<file path="src/rtl/abkf_pkg.sv">
// ----------------------------------------------------------------------------
// abkf_pkg
// shared types, constants and helpers for the angle/bias kalman filter
// ----------------------------------------------------------------------------
package abkf_pkg;

    localparam logic [1:0] CFG_PN_ANGLE = 2'd0;
    localparam logic [1:0] CFG_PN_BIAS  = 2'd1;
    localparam logic [1:0] CFG_MEAS_N   = 2'd2;

    localparam logic [30:0] PN_ANGLE_RST = 31'd268435;
    localparam logic [30:0] PN_BIAS_RST  = 31'd805306;
    localparam logic [30:0] MEAS_N_RST   = 31'd8053064;

    // one multiply/accumulate step of the filter
    typedef enum logic [3:0] {
        ST_ANGLE,
        ST_DTP11,
        ST_P00,
        ST_P11,
        ST_ANG_C,
        ST_BIAS_C,
        ST_C00,
        ST_C01,
        ST_C10,
        ST_C11
    } step_t;

    typedef enum logic [2:0] {
        S_IDLE,
        S_MUL,
        S_ACC,
        S_DIV,
        S_DIVW,
        S_OUT
    } state_t;

    typedef struct packed {
        logic  load;
        logic  mul;
        logic  acc;
        logic  div_start;
        logic  out_load;
        step_t step;
    } cmd_t;

    typedef struct packed {
        logic div_done;
    } status_t;

    function automatic logic signed [31:0] sat32(input logic signed [71:0] x);
        logic signed [31:0] r;
        if (x > 72'sd2147483647)
            r = 32'sh7fffffff;
        else if (x < -72'sd2147483648)
            r = 32'sh80000000;
        else
            r = x[31:0];
        return r;
    endfunction

endpackage

</file>
<file path="src/rtl/abkf_ctrl.sv">
// ----------------------------------------------------------------------------
// abkf_ctrl
// sequencer for predict, gain division, correct and result handoff
// ----------------------------------------------------------------------------
module abkf_ctrl (
    input  logic              clk,
    input  logic              rst_n,
    input  logic              in_valid,
    output logic              in_ready,
    output logic              out_valid,
    input  logic              out_ready,
    output abkf_pkg::cmd_t    cmd,
    input  abkf_pkg::status_t status
);
    import abkf_pkg::*;

    state_t state_reg, state_next;
    step_t  step_reg, step_next;
    logic   ov_reg, ov_next;

    always_ff @(posedge clk or negedge rst_n)
    begin
        if (!rst_n)
        begin
            state_reg <= S_IDLE;
            step_reg  <= ST_ANGLE;
            ov_reg    <= 1'b0;
        end
        else
        begin
            state_reg <= state_next;
            step_reg  <= step_next;
            ov_reg    <= ov_next;
        end
    end

    always_comb
    begin
        state_next    = state_reg;
        step_next     = step_reg;
        ov_next       = ov_reg && !out_ready;
        cmd           = '0;
        cmd.step      = step_reg;
        in_ready      = 1'b0;
        case (state_reg)
            S_IDLE:
            begin
                in_ready = 1'b1;
                if (in_valid)
                begin
                    cmd.load   = 1'b1;
                    step_next  = ST_ANGLE;
                    state_next = S_MUL;
                end
            end
            S_MUL:
            begin
                cmd.mul    = 1'b1;
                state_next = S_ACC;
            end
            S_ACC:
            begin
                cmd.acc = 1'b1;
                if (step_reg == ST_P11)
                    state_next = S_DIV;
                else if (step_reg == ST_C11)
                    state_next = S_OUT;
                else
                begin
                    step_next  = step_t'(step_reg + 4'd1);
                    state_next = S_MUL;
                end
            end
            S_DIV:
            begin
                cmd.div_start = 1'b1;
                state_next    = S_DIVW;
            end
            S_DIVW:
            begin
                if (status.div_done)
                begin
                    step_next  = ST_ANG_C;
                    state_next = S_MUL;
                end
            end
            S_OUT:
            begin
                // hold until the previous word has left the output register
                if (!ov_reg || out_ready)
                begin
                    cmd.out_load = 1'b1;
                    ov_next      = 1'b1;
                    state_next   = S_IDLE;
                end
            end
            default: state_next = S_IDLE;
        endcase
    end

    assign out_valid = ov_reg;

endmodule

</file>
<file path="config.mk">
export PLATFORM = sky130hd
export DESIGN_NAME = abkf_ctrl
export DESIGN_NICKNAME = d
export VERILOG_FILES = /design/src/rtl/abkf_pkg.sv /design/src/rtl/abkf_ctrl.sv
export SDC_FILE = /design/constraint.sdc
export NUM_CORES = 1
export LEC_CHECK = 0
export BUFFER_PORTS_ARGS = -buffer_cell sky130_fd_sc_hd__buf_2
export CAP_MARGIN = 20
export CORE_AREA = 2 2 39 41
export CTS_BUF_LIST = sky130_fd_sc_hd__clkbuf_16
export CTS_CLUSTER_DIAMETER = 40
export DETAILED_ROUTE_END_ITERATION = 7
export DIE_AREA = 0 0 41 43
export GPL_TIMING_DRIVEN = 1
export PLACE_DENSITY = 0.66
export SYNTH_ARGS = -nofsm -noshare
export SYNTH_HDL_FRONTEND = slang
export SYNTH_SLANG_ARGS = --single-unit
</file>
<file path="constraint.sdc">
create_clock -name clk -period 2.2 [get_ports clk]
set_clock_uncertainty 0.05 [all_clocks]
set_input_delay 0.22 -clock clk [delete_from_list [all_inputs] [get_ports clk]]
set_output_delay 0.22 -clock clk [all_outputs]
set_load 0.02 [all_outputs]
</file>
# After elaboration in Yosys (flattened, before gate mapping)

Index checks and enable logic that the tools add are counted.
Widths: inputs -> output; s select.

Bits in registers: 8
Input bits: 5

Add/sub/neg operators: 1
Eq/ne operators: 12
Muxes and demuxes: 21
Reductions and logical operators: 8

Operators by type and width:

| cell                | number |
|---|---|
| $pmux 3 s6          | 1 |
| $mux 4              | 4 |
| $mux 3              | 5 |
| $pmux 4 s3          | 1 |
| $mux 1              | 10 |
| $ne 2x2->1 const B  | 5 |
| $eq 3x2->1 const B  | 2 |
| $eq 3x3->1 const B  | 2 |
| $reduce_and 5->1    | 1 |
| $add 4x1->4 const B | 1 |
| $eq 4x2->1 const B  | 1 |
| $eq 4x4->1 const B  | 1 |
| $eq 3x1->1 const B  | 1 |
| $logic_not 3->1     | 1 |
| $reduce_and 3->1    | 1 |
| $reduce_bool 3->1   | 1 |
| $logic_not 1->1     | 2 |
| $logic_and 1x1->1   | 1 |
| $logic_or 1x1->1    | 1 |

# Depth between registers and ports, before layout

Gate-level depths: netlist of run 1.

Word-level depth: 4
Depth in mapped cells: 6

# Worst setup path before layout of run 1

No wires, ideal clock.

Path type: register to output
Start: reg state_reg[0]
End: out cmd[8] (netlist bit)
Arrival: 1,441 ps
Required time: 1,930 ps
Path slack: 489 ps
Cell stages (with the launch flop): 4
Path buffers: 1
Path through: dfrtp_1 > clkbuf_1 > nor3_1 > and2_1

RTL lines:

| item                   | RTL line        | text |
|---|---|---|
| start, declared        | abkf_ctrl.sv:17 | `state_t state_reg, state_next;` |
| start signal, assigned | abkf_ctrl.sv:31 | `state_reg <= state_next;` |
| end, declared          | abkf_ctrl.sv:12 | `output abkf_pkg::cmd_t cmd,` |

# Worst setup path in the final report of run 1

Start: reg step_reg[1]
End: reg step_reg[2]

Longest elaborated chain between the ends: 4
Elaborated cells on any way between the ends: 9

Ends and longest elaborated chain:

| item                   | RTL line        | text |
|---|---|---|
| start, declared        | abkf_ctrl.sv:18 | `step_t step_reg, step_next;` |
| start signal, assigned | abkf_ctrl.sv:32 | `step_reg <= step_next;` |
| $add 4x1->4            | abkf_ctrl.sv:70 | `step_next = step_t'(step_reg + 4'd1);` |
| $mux 4                 | abkf_ctrl.sv:66 | `else if (step_reg == ST_C11)` |
| $mux 4                 | abkf_ctrl.sv:64 | `if (step_reg == ST_P11)` |
| $pmux 4 s3             | abkf_ctrl.sv:45 | `case (state_reg)` |

Parallel ways exist; a longest one is shown, timed or not. The select of a mux whose other input is x is not followed.
A chain may end at the register's enable or synchronous reset.

==> flow_summary.json, run 1 <==
{
  "multi_input_area_um2": 320,
  "viasPerCell": 5.08,
  "die_h_um": 43,
  "ant_nets": 0,
  "ys_top_cells_by_area": "dfrtp_1 36%, mux2_4 5.5%, ha_1 4.5%",
  "cts_buffers": 3,
  "hold_violations": 0,
  "p_total_uw": 1070,
  "synth-async-reset-ratio": 1.00,
  "seq_area_um2": 200,
  "whs_path_depth": 3,
  "synth.avg_cell_area_um2": 10.0,
  "p_per_area_nw_per_um2": 1510,
  "outcome": "finished, final reports clean",
  "tightest_slew_ns": 0.387,
  "dp_hpwl_um": 775,
  "grt_pass1_vias": 399,
  "largest_reg_flops": 4,
  "core.rowCount": 14,
  "start_util": 0.398,
  "wire_per_inst_um": 13.4,
  "ios": 16,
  "core_area_um2": 1380,
  "grt_usage": 0.159,
  "crit_fanout": 5,
  "syn_nets": 62,
  "die_x_um": 41,
  "grt-ovfl-total": 0,
  "synthesis.area_um2": 551,
  "synth_most_common_cell": "dfrtp_1",
  "layout.nets": 80,
  "synth_flop_cell": "dfrtp_1",
  "final_cells": 87,
  "drt_iter0_markers": 5,
  "fin_crit_ns": 1.69,
  "grt_pass1_wl_um": 1800,
  "antenna_found_initial": 0,
  "postCtsSetupBuffers": 0,
  "grt_max_degree": 13,
  "yosysWarningCount": 0,
  "cap_viol_max_count": 0,
  "die_area_um2": 1760,
  "critPathLaunchType": "register",
  "cp.arrival_ns": 1.76,
  "portBuffers": 15,
  "postPlaceCellArea_um2": 623,
  "cts_resized": 0,
  "critPathKind": "register to register",
  "clk_latency_ns": 0.23,
  "cp-end-kind": "register",
  "wirelength_um": 1160,
  "reg2regPathDepth": 6,
  "required_ns": 2.26,
  "tritoncts": "done",
  "synth_cell_types": 29,
  "min_period_over_period": 0.770,
  "synthTopCellsByCount": "8 x dfrtp_1, 5 x nor2_1, 4 x nand2_1",
  "setup_tns_ns": 0,
  "synthCells": 55,
  "root_buffer": "clkbuf_16",
  "synth_area_leader_cell": "dfrtp_1",
  "fin_area_um2": 708,
  "fmax_ghz": 0.590,
  "clockBufferDepth": 2,
  "cts.clk_slew.worst_paths_ns": 0.04,
  "hold_buffers": 1,
  "synth_edf_count": 0,
  "leakagePower_uw": 0.000383,
  "htreeDepth": 1,
  "globalplace.congestion": 0.714,
  "setup_viol": 0,
  "drcViolationCount": 0,
  "placedCellCount": 83,
  "yosys.area.top_type_share": 0.364,
  "dr.pass1.iters": 2,
  "rsz0062_at_grt": "false",
  "diodes": 0,
  "vias": 442,
  "peakVddDrop_mv": 0.834,
  "fillers": 124,
  "ys_seq_area_frac": 0.364,
  "layout-drive-gt1-share": 0.338,
  "slew_violations": 0,
  "hold_path.class": "input port to register",
  "clock-sinks": 8,
  "syn2layout_area_growth_pct": 28.6,
  "slew_headroom": 0.742,
  "ys_ff_latch": 8
}
## metrics by stage
| stage | hold slack, ns | setup slack (ns) | utilization |
|---|---|---|---|
| after floorplan | -0.126 | 0.489 | - |
| after global placement | 0.0262 | 0.569 | 0.450 |
| after detailed placement | 0.0261 | 0.534 | 0.450 |
| after CTS | 0.227 | 0.512 | 0.512 |
| after global routing | 0.262 | 0.453 | 0.512 |
| final | 0.228 | 0.506 | 0.512 |
## final timing paths
check	from	to	slack, ns
worst min register to register	out_valid$_DFF_PN0_	out_valid$_DFF_PN0_	0.46
max in group asynchronous	rst_n	state_reg[2]$_DFFE_PN0P_	1.63
min in group asynchronous	rst_n	out_valid$_DFF_PN0_	0.30
worst max-delay path	step_reg[1]$_DFFE_PN0P_	step_reg[2]$_DFFE_PN0P_	0.51
worst max register to register	step_reg[1]$_DFFE_PN0P_	step_reg[2]$_DFFE_PN0P_	0.51
worst min-delay path	out_ready	out_valid$_DFF_PN0_	0.23
## critical path, stage by stage (launching register included)
cell and delay [ns]:
dfrtp_1 0.41, inv_1 0.06, ha_1 0.19, and4b_4 0.20, a211oi_4 0.23, nand2_2 0.13
mux2_4 0.31
## logic make-up after synthesis
logic type | synth area share
compound gates | 0.168
xor+xnor | 0.0159
fa+ha+maj | 0.0454
buf+inv | 0.0545
flops | 0.364
mux | 0.0545
simple gates | 0.298
## where the power goes
group	switching, µW	internal (µW)	leakage (µW)
registers	114	199	0.000107
clock network	74.2	235	0.0000370
logic	241	207	0.000239
## cells in the final DEF, fill, tap and decap left out, drive strengths merged
cell	Yosys	routed
inv	2	2
and4bb	1	1
nor2b	1	1
and3b	1	1
nor3b	2	2
o21ai	3	3
o21bai	1	1
dlygate4sd3	0	1
dfrtp	8	8
nand3b	3	3
nand2b	3	3
buf	2	15
and2	1	1
nor4b	1	1
a21oi	2	2
nor2	5	5
xor2	1	1
a211oi	1	1
and4b	1	1
mux2	2	2
a21o	3	3
clkbuf	1	3
nand2	5	5
and3	1	1
o22ai	1	1
ha	2	2
nor3	1	1
## layer usage
layer / wire, µm / part of all wire / GRT usage / vias up
met4: 30 / 0.026 / 0.100 / 0
li1: - / - / - / 223
met2: 580 / 0.50 / 0.234 / 12
met5: 0 / 0 / 0 / -
met3: 46 / 0.040 / 0.0471 / 4
met1: 507 / 0.44 / 0.191 / 203
## area by class of cell
| class | instances | share of cell area |
|---|---|---|
| Multi-Input combinational cell | 42 | 0.452 |
| Sequential cell | 8 | 0.283 |
| Timing Repair Buffer | 16 | 0.120 |
| Clock buffer | 3 | 0.106 |
| Tap cell | 16 | 0.0283 |
| Inverter | 2 | 0.0106 |
Power figures use the tool's default switching activity.
==> run 2, diff against run 1 <==
--- a/config.mk
+++ b/config.mk
@@ -13,7 +13,7 @@
 export DETAILED_ROUTE_END_ITERATION = 7
 export DIE_AREA = 0 0 41 43
 export GPL_TIMING_DRIVEN = 1
-export PLACE_DENSITY = 0.66
+export PLACE_DENSITY = 0.69
 export SYNTH_ARGS = -nofsm -noshare
 export SYNTH_HDL_FRONTEND = slang
 export SYNTH_SLANG_ARGS = --single-unit
==> constraint.sdc (replaced) <==
create_clock -name clk -period 1.4 [get_ports clk]
set_clock_uncertainty 0.05 [all_clocks]
set_input_delay 0.14 -clock clk [delete_from_list [all_inputs] [get_ports clk]]
set_output_delay 0.14 -clock clk [all_outputs]
set_load 0.02 [all_outputs]
==> run 2 against run 1 <==
Net effect:
- the run now ends with negative setup slack left
- die area unchanged
- fmax is 8.5% higher
- flip-flop and latch count did not move
- via count rose by 19%
- count of clock-buffer cells in the layout stayed put
- routed wire length is 24% higher
- register-to-register slack got worse by 0.67 ns
- sequential power is 31% higher
- setup slack worse by 0.67 ns
- final cell count increased by 23%
- total power increased by 110%
==> flow_summary.json, run 2 (same netlist as run 1, synthesis figures left out) <==
{
  "rsz0062_at_grt": "true",
  "clk_latency_ns": 0.23,
  "wirelength_um": 1440,
  "ios": 16,
  "root_buffer": "clkbuf_16",
  "p_total_uw": 2240,
  "cp_top_family": "flip-flops",
  "dp_hpwl_um": 885,
  "cts.clk_slew.worst_paths_ns": 0.04,
  "drcViolationCount": 0,
  "antenna_found_initial": 0,
  "start_util": 0.398,
  "grt_max_degree": 10,
  "critPathKind": "register to register",
  "die_x_um": 41,
  "wire_per_inst_um": 13.5,
  "largest_reg_flops": 4,
  "multi_input_area_um2": 379,
  "crit_slowest_cell": "dfrtp_2",
  "outcome": "finished with violations",
  "hold_path.class": "input port to register",
  "final_common_cell": "buf_4",
  "grt-ovfl-total": 0,
  "setup_tns_ns": -0.615,
  "p_per_area_nw_per_um2": 2360,
  "grt_pass1_vias": 518,
  "dr.pass1.iters": 4,
  "violations": "negative setup slack",
  "syn2layout_area_growth_pct": 72.7,
  "cap_viol_max_count": 0,
  "portBuffers": 15,
  "drt_iter0_markers": 10,
  "peakVddDrop_mv": 1.59,
  "crit_fanout": 4,
  "layout_common_cells": "17 x buf_4, 11 x buf_2, 6 x buf_6",
  "tightest_slew_ns": 0.227,
  "globalplace.congestion": 0.771,
  "seq_area_um2": 205,
  "grt_usage": 0.199,
  "fin_crit_ns": 1.56,
  "ant_nets": 0,
  "cts_buffers": 3,
  "required_ns": 1.47,
  "vias": 528,
  "core_area_um2": 1380,
  "setup_viol": 6,
  "fillers": 106,
  "min_period_over_period": 1.12,
  "viasPerCell": 4.93,
  "hold_violations": 0,
  "postPlaceCellArea_um2": 723,
  "fin_ws_ns": -0.161,
  "slew_headroom": 0.848,
  "cp_slowest_stage_delay_ns": 0.43,
  "die_h_um": 43,
  "cp-end-kind": "register",
  "grt_pass1_wl_um": 2260,
  "path_buf_inv": 0,
  "slew_violations": 0,
  "critPathLaunchType": "register",
  "die_area_um2": 1760,
  "clock-sinks": 8,
  "fin_area_um2": 951,
  "htreeDepth": 1,
  "cp.arrival_ns": 1.63,
  "leakagePower_uw": 0.000502,
  "finish.utilization": 0.687,
  "crit_path_cell_trace": "ha_4 > and4b_4 > a211oi_4 > nand2_2 > mux2_4",
  "clockBufferDepth": 2,
  "fmax_ghz": 0.641,
  "diodes": 0,
  "layout-drive-gt1-share": 0.637,
  "tritoncts": "done",
  "layout.nets": 99,
  "core.rowCount": 14
}
run 2: worst reg2reg max path: stages (launching register included):
cell,delay (ns)
dfrtp_2,0.43
ha_4,0.17
and4b_4,0.19
a211oi_4,0.19
nand2_2,0.12
mux2_4,0.30
run 2: layer usage:
layer,track usage,share of wire,vias to the layer above,wire [µm]
met5,0,0,-,0
met4,0.140,0.028,0,40
met3,0.0314,0.031,4,45
met2,0.272,0.50,14,718
met1,0.273,0.44,246,639
li1,-,-,264,-
run 2: cell type report:
cell class / instances / area share
inverter: 2 / 0.00789
tap: 16 / 0.0211
clock buffer: 3 / 0.0789
clock inverter: 1 / 0.00395
multi-input combinational: 42 / 0.399
sequential: 8 / 0.216
timing repair buffer: 35 / 0.274
run 2: worst paths after layout:
path / startpoint / to / slack, ns / depth (start not counted)
setup / recovery: step_reg[0]$_DFFE_PN0P_ / step_reg[1]$_DFFE_PN0P_ / -0.16 / 5
hold / removal: out_ready / out_valid$_DFF_PN0_ / 0.17 / 3
setup reg to reg: step_reg[0]$_DFFE_PN0P_ / step_reg[1]$_DFFE_PN0P_ / -0.16 / 5
hold reg to reg: out_valid$_DFF_PN0_ / out_valid$_DFF_PN0_ / 0.48 / 2
max in group asynchronous: rst_n / state_reg[0]$_DFFE_PN0P_ / 0.84 / 2
min in group asynchronous: rst_n / step_reg[2]$_DFFE_PN0P_ / 0.27 / 2
run 2: stage by stage:
step	hold WS (ns)	setup WS (ns)	instances
6_report	0.167	-0.161	107
5_1_grt	0.176	-0.222	107
4_1_cts	0.159	-0.155	105
3_5_place_dp	-0.0507	-0.196	93
3_3_place_gp	-0.0531	-0.186	93
2_1_floorplan	-0.206	-0.169	55
run 2: where the power goes:
part / leakage, µW / internal [µW] / switching [µW]
clock: 0.0000423 / 372 / 118
combinational: 0.000358 / 711 / 629
sequential: 0.000101 / 323 / 88.1
total: 0.000502 / 1410 / 835
run 2: repair_timing:
action,4_1_cts,5_1_grt
buffers inserted,7,2
pin swaps,3,4
hold buffers,1,0
resized for setup,12,10
hold endpoints to repair,8,0
endpoints found under the setup margin,8,8
==> run 3, diff against run 2 <==
--- a/config.mk
+++ b/config.mk
@@ -13,6 +13,7 @@
 export DETAILED_ROUTE_END_ITERATION = 7
 export DIE_AREA = 0 0 41 43
 export GPL_TIMING_DRIVEN = 1
+export MAX_ROUTING_LAYER = met4
 export PLACE_DENSITY = 0.69
 export SYNTH_ARGS = -nofsm -noshare
 export SYNTH_HDL_FRONTEND = slang
==> run 3 against run 2 <==
Net effect:
- the run still ends with negative setup slack left
- largest power group unchanged
- non-clock buffer count did not move
- die area did not move
- sequential share of layout area unchanged
- first-iteration DRC count stayed put
- highest routed layer unchanged
- combinational power about the same
- hold slack is essentially flat
- clock power is essentially flat
==> flow_summary.json, run 3 (same netlist as run 1, synthesis figures left out) <==
{
  "outcome": "finished with violations",
  "violations": "negative setup slack",
  "fmax_ghz": 0.641,
  "reg2regPathDepth": 5,
  "crit_slowest_cell": "dfrtp_2",
  "whs_path_depth": 3,
  "final_common_cell": "buf_4",
  "viasPerCell": 4.93,
  "hold_path.class": "input port to register",
  "largest_reg_flops": 4,
  "hold_end": "out_valid$_DFF_PN0_",
  "wirelength_um": 1440,
  "wire_per_inst_um": 13.5,
  "root_buffer": "clkbuf_16",
  "portBuffers": 15,
  "met2_usage": 0.272,
  "grt_usage": 0.204,
  "crit_path_cell_trace": "ha_4 > and4b_4 > a211oi_4 > nand2_2 > mux2_4",
  "grt-ovfl-total": 0,
  "grt_pass1_vias": 517,
  "clk_latency_ns": 0.23,
  "antenna_found_initial": 0,
  "r2r_slack_ns": -0.16,
  "start_util": 0.398,
  "core_area_um2": 1380,
  "finish.utilization": 0.687,
  "diodes": 0,
  "die_x_um": 41,
  "ant_nets": 0,
  "critPathKind": "register to register",
  "timing.rr.end": "step_reg[1]$_DFFE_PN0P_",
  "setup_viol": 6,
  "peakVddDrop_mv": 1.59,
  "cp.arrival_ns": 1.63,
  "tritoncts": "done",
  "fin_crit_ns": 1.56,
  "core.rowCount": 14,
  "hold_ws_ns": 0.167,
  "die_h_um": 43,
  "reg2reg_from": "step_reg[0]$_DFFE_PN0P_",
  "crit_fanout": 4,
  "clock-sinks": 8,
  "met3_usage": 0.0314,
  "dr.pass1.iters": 4,
  "globalplace.congestion": 0.781,
  "vias": 528,
  "syn2layout_area_growth_pct": 72.7,
  "grt-busiest-layer": "met1",
  "layout_common_cells": "17 x buf_4, 11 x buf_2, 6 x buf_6",
  "layout.nets": 99,
  "drt_iter0_markers": 10,
  "critPathLaunchType": "register",
  "clockBufferDepth": 2,
  "dp_hpwl_um": 885,
  "cp_slowest_stage_delay_ns": 0.43,
  "cap_viol_max_count": 0,
  "cts_buffers": 3,
  "p_per_area_nw_per_um2": 2360,
  "min_period_over_period": 1.12,
  "die_area_um2": 1760,
  "htreeDepth": 1,
  "drcViolationCount": 0,
  "slew_violations": 0,
  "fin_ws_ns": -0.161,
  "grtUsageMet1": 0.273,
  "rsz0062_at_grt": "true",
  "cp-end-kind": "register",
  "grt_pass1_wl_um": 2260,
  "layout-drive-gt1-share": 0.637,
  "placedCellCount": 93,
  "hold_violations": 0,
  "grt_max_degree": 10,
  "leakagePower_uw": 0.000502,
  "hold_start": "out_ready",
  "final_cells": 107,
  "cts.clk_slew.worst_paths_ns": 0.04,
  "slew_headroom": 0.848,
  "ios": 16,
  "tightest_slew_ns": 0.227,
  "required_ns": 1.47
}
-- run 3: repair_timing --
action | CTS | global route
hold buffers | 1 | 0
hold endpoints to repair | 8 | 0
buffers inserted | 7 | 2
pin swaps | 3 | 4
endpoints found under the setup margin | 8 | 8
resized for setup | 12 | 10
-- run 3: where the power goes --
group	total (µW)	switching [µW]	internal (µW)
clock network	490	118	372
logic	1340	629	711
registers	411	88.1	323
-- run 3: worst max path at each step --
stage                                   startpoint                       to
after floorplan            step_reg[0]$_DFFE_PN0P_  step_reg[1]$_DFFE_PN0P_
after global placement    state_reg[1]$_DFFE_PN0P_  step_reg[1]$_DFFE_PN0P_
after detailed placement  state_reg[1]$_DFFE_PN0P_  step_reg[1]$_DFFE_PN0P_
after CTS                  step_reg[0]$_DFFE_PN0P_  step_reg[1]$_DFFE_PN0P_
after global routing       step_reg[1]$_DFFE_PN0P_  step_reg[2]$_DFFE_PN0P_
final                      step_reg[0]$_DFFE_PN0P_  step_reg[1]$_DFFE_PN0P_
-- run 3: worst max-delay path, delay by kind of cell, from the launching register on --
kind / cells / cell delay [ns]
mux: 1 / 0.30
fa+ha+maj: 1 / 0.17
simple gates: 2 / 0.31
compound gates: 1 / 0.19
flops: 1 / 0.43
-- run 3: cell type report --
type	instances	area (µm²)
Inverter	2	7.51
Clock buffer	3	75.1
Multi-Input combinational cell	42	379
Sequential cell	8	205
Timing Repair Buffer	35	260
Clock inverter	1	3.75
Tap cell	16	20.0
Fill cell	106	433
-- run 3: through the flow --
stage	area, µm²	total power, µW	worst slack (ns)	TNS, ns
2_1_floorplan	576	1070	-0.169	-0.405
3_3_place_gp	723	1350	-0.186	-0.480
3_5_place_dp	723	1360	-0.196	-0.488
4_1_cts	901	2080	-0.155	-0.582
5_1_grt	951	2380	-0.222	-0.967
6_report	951	2240	-0.161	-0.615
-- run 3: layer usage --
layer,part of all wire,vias up,routed length [µm]
met5,0,-,0
met4,0.028,0,40
met3,0.031,4,45
met2,0.50,14,718
met1,0.44,246,639
li1,-,264,-
